--- src/hdl/qlc_pkg.sv ---
`timescale 1ns / 1ps

package qlc_pkg;

    // Lexer mode codes. Codes six and seven never arise and decode as outside.
    localparam logic [2:0] MODE_OUT     = 3'd0;
    localparam logic [2:0] MODE_OUT_ESC = 3'd1;
    localparam logic [2:0] MODE_SQ      = 3'd2;
    localparam logic [2:0] MODE_SQ_ESC  = 3'd3;
    localparam logic [2:0] MODE_DQ      = 3'd4;
    localparam logic [2:0] MODE_DQ_ESC  = 3'd5;

    localparam logic [7:0] CH_DQUOTE = 8'h22;
    localparam logic [7:0] CH_SQUOTE = 8'h27;
    localparam logic [7:0] CH_BSLASH = 8'h5C;

    typedef logic [2:0] t_mode;

    // Decision for one byte: whether it is kept and the mode it leaves.
    typedef struct packed {
        logic  keep;
        t_mode next_mode;
    } t_lex;

    // One result as it sits in the output or skid register.
    typedef struct packed {
        logic [7:0]  data;
        logic        keep;
        logic        last;
        logic [15:0] kept_length;
    } t_result;

endpackage

--- src/hdl/qlc_lexer.sv ---
`timescale 1ns / 1ps

module qlc_lexer
    import qlc_pkg::*;
(
    input  t_mode      i_mode,
    input  logic [7:0] i_byte,
    output t_lex       o_lex
);

    always_comb begin
        o_lex.keep      = 1'b0;
        o_lex.next_mode = i_mode;
        case (i_mode)
            MODE_SQ: begin
                if (i_byte == CH_SQUOTE) begin
                    o_lex.keep      = 1'b1;
                    o_lex.next_mode = MODE_OUT;
                end else if (i_byte == CH_BSLASH) begin
                    o_lex.next_mode = MODE_SQ_ESC;
                end
            end
            MODE_SQ_ESC: begin
                o_lex.next_mode = MODE_SQ;
            end
            MODE_DQ: begin
                if (i_byte == CH_DQUOTE) begin
                    o_lex.keep      = 1'b1;
                    o_lex.next_mode = MODE_OUT;
                end else if (i_byte == CH_BSLASH) begin
                    o_lex.next_mode = MODE_DQ_ESC;
                end
            end
            MODE_DQ_ESC: begin
                o_lex.next_mode = MODE_DQ;
            end
            MODE_OUT_ESC: begin
                // An escaped quote outside a literal is plain text.
                o_lex.keep      = 1'b1;
                o_lex.next_mode = MODE_OUT;
            end
            default: begin
                o_lex.keep = 1'b1;
                if (i_byte == CH_DQUOTE) begin
                    o_lex.next_mode = MODE_DQ;
                end else if (i_byte == CH_SQUOTE) begin
                    o_lex.next_mode = MODE_SQ;
                end else if (i_byte == CH_BSLASH) begin
                    o_lex.next_mode = MODE_OUT_ESC;
                end else begin
                    o_lex.next_mode = MODE_OUT;
                end
            end
        endcase
    end

endmodule

--- src/hdl/quoted_literal_collapser_top.sv ---
`timescale 1ns / 1ps

// Quoted literal collapser: takes a text one byte per transfer, last byte
// marked, and flags every byte inside single- or double-quoted literals as
// dropped while keeping the quote characters and everything outside. One
// result comes out for every byte, echoing it with its keep flag and the
// running count of kept bytes (saturating at 2**LENGTH_BITS - 1, shown in 16
// bits). Lexer mode and count return to outside and zero after the last byte.
// The block takes one byte every cycle while o_stall is low; each result is
// registered. The lexer mode and counter registers close the only loop, one
// byte a cycle. A skid register behind the output register lets input keep
// flowing while a result waits, and o_stall comes straight from a flop.
module quoted_literal_collapser_top
    import qlc_pkg::*;
#(
    parameter int LENGTH_BITS = 16
) (
    input  logic        i_clk,
    input  logic        i_rst_n,
    input  logic        i_valid,
    output logic        o_stall,
    input  logic [7:0]  i_byte,
    input  logic        i_last,
    output logic        o_valid,
    input  logic        i_stall,
    output logic [7:0]  o_byte,
    output logic        o_keep,
    output logic        o_last,
    output logic [15:0] o_kept_length
);

    localparam int EXT_BITS = (LENGTH_BITS > 16) ? LENGTH_BITS : 16;

    t_mode                  r_mode;
    logic [LENGTH_BITS-1:0] r_count;
    logic [LENGTH_BITS-1:0] n_count;
    logic [EXT_BITS-1:0]    w_count_ext;
    t_lex                   w_lex;
    t_result                w_result;
    t_result                r_out;
    t_result                r_skid;
    logic                   r_out_valid;
    logic                   r_skid_valid;
    logic                   w_in_xfer;
    logic                   w_out_xfer;

    qlc_lexer u_lexer (
        .i_mode (r_mode),
        .i_byte (i_byte),
        .o_lex  (w_lex)
    );

    assign w_in_xfer  = i_valid && !r_skid_valid;
    assign w_out_xfer = r_out_valid && !i_stall;

    always_comb begin
        n_count = r_count;
        if (w_lex.keep && (r_count != {LENGTH_BITS{1'b1}})) begin
            n_count = r_count + 1'b1;
        end
    end

    assign w_count_ext          = EXT_BITS'(n_count);
    assign w_result.data        = i_byte;
    assign w_result.keep        = w_lex.keep;
    assign w_result.last        = i_last;
    assign w_result.kept_length = w_count_ext[15:0];

    always_ff @(posedge i_clk) begin
        if (!i_rst_n) begin
            r_mode  <= MODE_OUT;
            r_count <= '0;
        end else if (w_in_xfer) begin
            if (i_last) begin
                r_mode  <= MODE_OUT;
                r_count <= '0;
            end else begin
                r_mode  <= w_lex.next_mode;
                r_count <= n_count;
            end
        end
    end

    // The skid register only fills while the output register is held, and
    // input is refused until it drains into the output register.
    always_ff @(posedge i_clk) begin
        if (!i_rst_n) begin
            r_out_valid  <= 1'b0;
            r_skid_valid <= 1'b0;
        end else begin
            if (!r_out_valid || w_out_xfer) begin
                if (r_skid_valid) begin
                    r_out_valid  <= 1'b1;
                    r_skid_valid <= 1'b0;
                end else begin
                    r_out_valid <= w_in_xfer;
                end
            end else if (w_in_xfer) begin
                r_skid_valid <= 1'b1;
            end
        end
    end

    always_ff @(posedge i_clk) begin
        if (!r_out_valid || w_out_xfer) begin
            if (r_skid_valid) begin
                r_out <= r_skid;
            end else if (w_in_xfer) begin
                r_out <= w_result;
            end
        end else if (w_in_xfer) begin
            r_skid <= w_result;
        end
    end

    assign o_stall       = r_skid_valid;
    assign o_valid       = r_out_valid;
    assign o_byte        = r_out.data;
    assign o_keep        = r_out.keep;
    assign o_last        = r_out.last;
    assign o_kept_length = r_out.kept_length;

    a_skid_behind_out: assert property (@(posedge i_clk) disable iff (!i_rst_n)
        r_skid_valid |-> r_out_valid)
        else $error("skid register holds a result while the output register is empty");

    a_mode_legal: assert property (@(posedge i_clk) disable iff (!i_rst_n)
        r_mode <= MODE_DQ_ESC)
        else $error("lexer mode left the six defined codes");

    a_last_clears: assert property (@(posedge i_clk) disable iff (!i_rst_n)
        (w_in_xfer && i_last) |=> ((r_mode == MODE_OUT) && (r_count == '0)))
        else $error("lexer state not cleared after the last byte");

    a_drop_holds_count: assert property (@(posedge i_clk) disable iff (!i_rst_n)
        (w_in_xfer && !i_last && !w_lex.keep) |=> $stable(r_count))
        else $error("kept count moved on a dropped byte");

endmodule

--- config.mk ---
export PLATFORM = sky130hd
export DESIGN_NAME = quoted_literal_collapser_top
export DESIGN_NICKNAME = d
export VERILOG_FILES = /design/src/hdl/qlc_pkg.sv /design/src/hdl/qlc_lexer.sv /design/src/hdl/quoted_literal_collapser_top.sv
export SDC_FILE = /design/constraint.sdc
export NUM_CORES = 1
export LEC_CHECK = 0
export ABC_AREA = 1
export BUFFER_PORTS_ARGS = -buffer_cell sky130_fd_sc_hd__buf_2
export CORE_ASPECT_RATIO = 1.5
export CORE_MARGIN = 5
export CORE_UTILIZATION = 35
export CTS_CLUSTER_DIAMETER = 200
export DETAILED_ROUTE_END_ITERATION = 8
export GPL_ROUTABILITY_DRIVEN = 1
export HOLD_SLACK_MARGIN = 0.1
export PLACE_DENSITY = 0.53
export SYNTH_ARGS = -nofsm -noshare
export SYNTH_HDL_FRONTEND = slang
export SYNTH_HIERARCHICAL = 1
export SYNTH_SLANG_ARGS = --single-unit
--- constraint.sdc ---
create_clock -name i_clk -period 5 [get_ports i_clk]
set_clock_uncertainty 0.05 [all_clocks]
set_input_delay 0.75 -clock i_clk [delete_from_list [all_inputs] [get_ports i_clk]]
set_output_delay 0.75 -clock i_clk [all_outputs]
set_load 0.02 [all_outputs]
==> results.sh, run 1 <==
export IMPL_cp_data_arrival_time_ns=2.53
export IMPL_avgSynthCellArea_um2=8.48
export IMPL_drc=0
export IMPL_synth_area_um2=3510
export IMPL_min_delay_start="r_count[15]"
export IMPL_cts_buffer_depth=2
export IMPL_cts_sinks=73
export IMPL_hp_class="reg -> reg"
export IMPL_io_pins=41
export IMPL_timing_slew_headroom_pct=44.2
export IMPL_reg2regPathDepth=4
export IMPL_cts_tree="yes"
export IMPL_synth_seq_cells=73
export IMPL_status="finished, final reports clean"
export IMPL_grt_ovfl_total=0
export IMPL_reg2reg_slack_ns=2.62
export IMPL_timing_rr_start="o_stall"
export IMPL_diodes=0
export IMPL_num_fill_cells=963
export IMPL_reg2reg_to="r_skid[10]"
export IMPL_hold_path_depth=2
export IMPL_clk_pin_slew_worst_paths_ns=0.06
export IMPL_vias_per_cell=4.79
export IMPL_synth_ff_type="edfxtp_1"
export IMPL_dp_cells=560
export IMPL_worstMarginPinSlew_ns=0.837
export IMPL_cpLargestDelayFamily="simple AND/OR/NAND/NOR gates"
export IMPL_yosys_warnings=6
export IMPL_multi_input_area_um2=1320
export IMPL_yosys_area_top_type="edfxtp_1"
export IMPL_worstSetupStartpointType="input pin"
export IMPL_layout_min_cycle_time_ns=2.49
export IMPL_seqCellArea_um2=1980
export IMPL_grt_use_total_pct=13.7
export IMPL_synth_edf_count=52
export IMPL_grt_antenna_before_repair=0
export IMPL_ant_nets=0
export IMPL_gp_congestion=0.855
export IMPL_period_share_pct=49.9
export IMPL_whs_endpoint="r_count[15]"
export IMPL_drtIter0Drc=157
export IMPL_fin_cells=576
export IMPL_initial_core_util_pct=36.0
export IMPL_crit_top_cell="nand2_1"
export IMPL_synth_top_area_share_pct=44.5
export IMPL_power_density_nw_per_um2=345
export IMPL_die_w_um=91.8
export IMPL_ys_seq_area_share_pct=56.4
export IMPL_synth_cells=414
export IMPL_num_rows=44
export IMPL_synth_cell_type_count=29
export IMPL_maxCapViolations=0
export IMPL_p_leak_uw=0.00169
export IMPL_yosysMostFrequentCell="nand2_1"
export IMPL_grt_pass1_wl_um=13200
export IMPL_wl_per_cell_um=13.6
export IMPL_cp_required_ns=5.03
export IMPL_detailed_place_hpwl_um=5430
export IMPL_max_stage_delay_ns=0.38
export IMPL_clock_fmax_mhz=401
export IMPL_finalSetupTns_ns=0
export IMPL_worst_path_max_delay_cell="nor3_2"
export IMPL_post_place_ws_ns=2.18
export IMPL_synthesis_nets=428
export IMPL_path_class="in -> reg"
export IMPL_area_growth_pct=17.7
export IMPL_vias=2757
export IMPL_report_final_slew_viol_count=0
export IMPL_post_cts_buffers=0
export IMPL_postCtsHoldBufs=0
export IMPL_p_total_uw=1420
export IMPL_drtPass1Iterations=4
export IMPL_yosys_top_cells_area="edfxtp_1 (44%), nand2_1 (17%), dfxtp_1 (12%)"
export IMPL_drive_above_1_share_pct=18.2
export IMPL_fin_ws_ns=2.51
export IMPL_cts_buffers=9
export IMPL_ys_top_cells_by_count="nand2_1 (160), edfxtp_1 (52), inv_1 (34), nand3_1 (31), nor2_1 (24)"
export IMPL_die_area_um2=12200
export IMPL_grt_max_degree=29
export IMPL_ir_drop_v=0.000173
export IMPL_rsz0062_at_grt="no"
export IMPL_clock_root_buffer="clkbuf_16"
export IMPL_critPathCaptureType="flop"
export IMPL_h_tree_depth=3
export IMPL_path_buf_inv=4
export IMPL_clkLatencyLatePin_ns=0.33
export IMPL_final_util_pct=42.4
export IMPL_setup_violations=0
export IMPL_grt_pass1_vias=2708
export IMPL_path_max_fanout=6
export IMPL_cts_resized=0
export IMPL_crit_chain="buf_2, inv_1, nand2_1, nor2_4, nand2_1, inv_1, nand2_1, nand3_1, inv_1, nor3_2, nand4_1, and2_1, nand2_1, nand2_1"
export IMPL_hold_viol_final=0
export IMPL_io_buffers=40
export IMPL_wl_um=7810
export IMPL_finalNetCount=470
export IMPL_synth_async_reset_ratio_pct=0
export IMPL_core_um2=9740
export IMPL_die_h_um=133
[tightest hold or removal path, delay by kind of cell, from the launching register on]
family           cells  cell delay, ns
AO/OA/AOI/OAI        1            0.05
flip-flops           1            0.33
AND/OR/NAND/NOR      1            0.07
[through the flow]
stage / cell area (um2) / hold slack [ns]
CTS: 4130 / 0.449
floorplan: 3510 / 0.422
global route: 4130 / 0.474
finish: 4130 / 0.449
detailed placement: 3830 / 0.440
global placement: 3830 / 0.436
[logic make-up (layout without fill, tap and decap cells)]
family | count (synthesis) | after routing | share of synthesized area (%)
buffers and inverters | 53 | 100 | 6.06
AO/OA/AOI/OAI | 30 | 30 | 4.38
AND/OR/NAND/NOR | 255 | 255 | 32.1
adder cells (fa/ha/maj) | 1 | 1 | 0.356
XOR/XNOR | 2 | 2 | 0.713
flip-flops | 73 | 73 | 56.4
[state kept, by name, summed over array words and instances, names as in the netlist]
name,flops
r_skid,26
o_last,1
o_stall,1
o_byte,8
o_valid,1
r_mode,3
o_kept_length,16
r_count,16
o_keep,1
[report_power, final]
group	leakage [uW]	total (uW)	internal [uW]	switching (uW)
registers	0.000661	673	668	5.05
clock network	0.000151	670	436	235
logic	0.000875	80.7	21.7	59.0
total	0.00169	1420	1120	299
[how the worst max path moves through the flow]
stage,endpoint,slack [ns],start,cells after the start
finish,o_kept_length[7],2.51,i_byte[4],14
global route,o_kept_length[13],2.33,i_byte[7],16
CTS,o_kept_length[7],2.50,i_byte[7],14
detailed placement,o_kept_length[7],2.18,i_byte[7],14
global placement,o_kept_length[7],2.21,i_byte[7],14
floorplan,r_skid[0],2.42,i_valid,3
[final cells by class]
cell class              count  area share, %
well taps                 115           3.48
flip-flops and latches     73           48.0
clock buffers              12           5.72
clock inverters             4           1.70
multi-input cells         288           32.0
inverters                  41           3.72
repair buffers             43           5.39
[layer usage]
| layer | GRT usage [%] | routed length (um) |
|---|---|---|
| met5 | 0 | 0 |
| met3 | 3.52 | 236 |
| met2 | 22.5 | 3920 |
| met1 | 16.5 | 3550 |
| met4 | 6.61 | 108 |
[placed cells by master, fill, tap and decap left out, types with 2 or more instances in the layout]
| cell type | synthesis | final |
|---|---|---|
| a21oi_1 | 22 | 21 |
| a31oi_1 | 3 | 3 |
| and2_1 | 11 | 11 |
| buf_2 | 2 | 40 |
| buf_4 | 1 | 3 |
| bufinv_16 | 0 | 2 |
| clkbuf_1 | 6 | 3 |
| clkbuf_16 | 0 | 9 |
| clkinv_2 | 0 | 2 |
| dfxtp_1 | 21 | 21 |
| edfxtp_1 | 52 | 52 |
| inv_1 | 34 | 34 |
| inv_2 | 7 | 7 |
| nand2_1 | 160 | 160 |
| nand2_2 | 6 | 6 |
| nand3_1 | 31 | 31 |
| nand4_1 | 9 | 9 |
| nor2_1 | 24 | 23 |
| nor2_2 | 7 | 8 |
| nor2_4 | 2 | 2 |
| o21ai_0 | 4 | 4 |
Power figures use the tool's default switching activity.
==> run 2: changes to the inputs <==
==> constraint.sdc (replaced) <==
create_clock -name i_clk -period 2.5 [get_ports i_clk]
set_clock_uncertainty 0.05 [all_clocks]
set_input_delay 0.375 -clock i_clk [delete_from_list [all_inputs] [get_ports i_clk]]
set_output_delay 0.375 -clock i_clk [all_outputs]
set_load 0.02 [all_outputs]
==> run 2 against run 1 <==
Effect of this change: via count fell by 0.69%; wire length down 2.8%; critical endpoint is now o_kept_length[13]; critical path depth is 2 lower.
==> results.sh, run 2 (synthesis gave the netlist of run 1 again) <==
export IMPL_postCtsHoldBufs=0
export IMPL_setup_violations=0
export IMPL_cts_resized=0
export IMPL_maxCapViolations=0
export IMPL_power_density_nw_per_um2=666
export IMPL_drc=0
export IMPL_clock_fmax_mhz=451
export IMPL_cts_tree="yes"
export IMPL_ir_drop_v=0.000310
export IMPL_finalNetCount=473
export IMPL_io_pins=41
export IMPL_period_share_pct=88.6
export IMPL_vias=2738
export IMPL_timing_rr_start="r_mode[2]"
export IMPL_clkLatencyLatePin_ns=0.33
export IMPL_post_place_ws_ns=0.0709
export IMPL_drtIter0Drc=96
export IMPL_cts_buffers=9
export IMPL_crit_start="r_mode[2]"
export IMPL_min_delay_start="i_byte[7]"
export IMPL_gp_congestion=0.850
export IMPL_ant_nets=0
export IMPL_rsz0062_at_grt="no"
export IMPL_largest_reg_flops=26
export IMPL_num_rows=44
export IMPL_cp_required_ns=2.54
export IMPL_initial_core_util_pct=36.0
export IMPL_report_final_slew_viol_count=0
export IMPL_grt_ovfl_total=0
export IMPL_path_max_fanout=6
export IMPL_area_growth_pct=18.2
export IMPL_cts_sinks=73
export IMPL_detailed_place_hpwl_um=5410
export IMPL_die_h_um=133
export IMPL_status="finished, final reports clean"
export IMPL_grt_max_degree=28
export IMPL_drive_above_1_share_pct=19.0
export IMPL_wl_per_cell_um=13.1
export IMPL_cts_buffer_depth=2
export IMPL_hold_viol_final=0
export IMPL_p_leak_uw=0.00170
export IMPL_post_cts_buffers=0
export IMPL_final_common_cell="nand2_1"
export IMPL_grt_pass1_vias=2644
export IMPL_timing_slew_headroom_pct=49.6
export IMPL_hp_class="in -> reg"
export IMPL_layout_min_cycle_time_ns=2.22
export IMPL_clock_root_buffer="clkbuf_16"
export IMPL_cp_data_arrival_time_ns=2.25
export IMPL_grt_antenna_before_repair=0
export IMPL_worstSetupStartpointType="flop"
export IMPL_diodes=0
export IMPL_core_um2=9740
export IMPL_die_w_um=91.8
export IMPL_finalSetupTns_ns=0
export IMPL_h_tree_depth=3
export IMPL_drtPass1Iterations=4
export IMPL_worstMarginPinSlew_ns=0.755
export IMPL_io_buffers=40
export IMPL_num_fill_cells=999
export IMPL_top_register="r_skid"
export IMPL_grt_pass1_wl_um=13100
export IMPL_path_class="reg -> reg"
export IMPL_die_area_um2=12200
export IMPL_layout_common_cells="nand2_1 (160), edfxtp_1 (52), buf_2 (40)"
export IMPL_grt_use_total_pct=13.7
export IMPL_critPathCaptureType="flop"
export IMPL_vias_per_cell=4.73
export IMPL_clk_pin_slew_worst_paths_ns=0.05
export IMPL_wl_um=7600
export IMPL_fin_ws_ns=0.284
-- run 2: cell types whose count changed in the layout (fill, tap and decap cells not counted), sizes merged --
| cell | previous run | this run |
|---|---|---|
| buf | 43 | 46 |
| bufinv | 2 | 1 |
| clkbuf | 12 | 11 |
| clkinv | 2 | 3 |
| clkinvlp | 0 | 1 |
-- run 2: critical path: stages (launching register included) --
cell and delay [ns]:
dfxtp_1 0.38, nand2_1 0.12, nor2_1 0.13, nand3_1 0.10, nand3_1 0.20, inv_1 0.13
nor2_1 0.20, nand2_1 0.11, nor2_1 0.16, nand3_1 0.10, and2_1 0.19, nand2_1 0.06
nand2_1 0.04
-- run 2: stage by stage --
step / hold slack (ns) / cell area (um2) / total power (uW) / utilization, % / instances
final: 0.209 / 4150 / 2760 / 42.6 / 579
after global routing: 0.198 / 4150 / 2860 / 42.6 / 579
after CTS: 0.196 / 4150 / 2810 / 42.6 / 579
after detailed placement: 0.438 / 3860 / 1540 / 39.6 / 563
after global placement: 0.432 / 3860 / 1540 / 39.6 / 563
after floorplan: 0.422 / 3520 / 1470 / - / 414
-- run 2: layer usage --
metal | part of all wire (%) | track usage (%)
met1 | 43 | 15.8
met2 | 50 | 23.4
met3 | 3.6 | 2.95
met4 | 2.6 | 7.27
met5 | 0 | 0
-- run 2: layout make-up --
type	instances	area [um2]	share of cell area, %
Clock buffer	11	233	5.61
Clock inverter	5	56.3	1.36
Inverter	41	154	3.71
Multi-Input combinational cell	288	1320	31.9
Sequential cell	73	1980	47.8
Tap cell	115	144	3.47
Timing Repair Buffer	46	258	6.21
-- run 2: report_power, final --
group / total [uW] / leakage, uW / internal [uW] / switching (uW)
Combinational: 166 / 0.000895 / 49.1 / 117
Clock: 1250 / 0.000139 / 771 / 483
Sequential: 1350 / 0.000664 / 1330 / 10.7
Total: 2760 / 0.00170 / 2150 / 610
-- run 2: worst paths after layout --
check / cells past startpoint / slack (ns) / end
worst min register to register: 2 / 0.44 / r_count[15]
worst min-delay path: 1 / 0.21 / r_skid[25]
worst max register to register: 12 / 0.28 / o_kept_length[13]
worst max-delay path: 12 / 0.28 / o_kept_length[13]
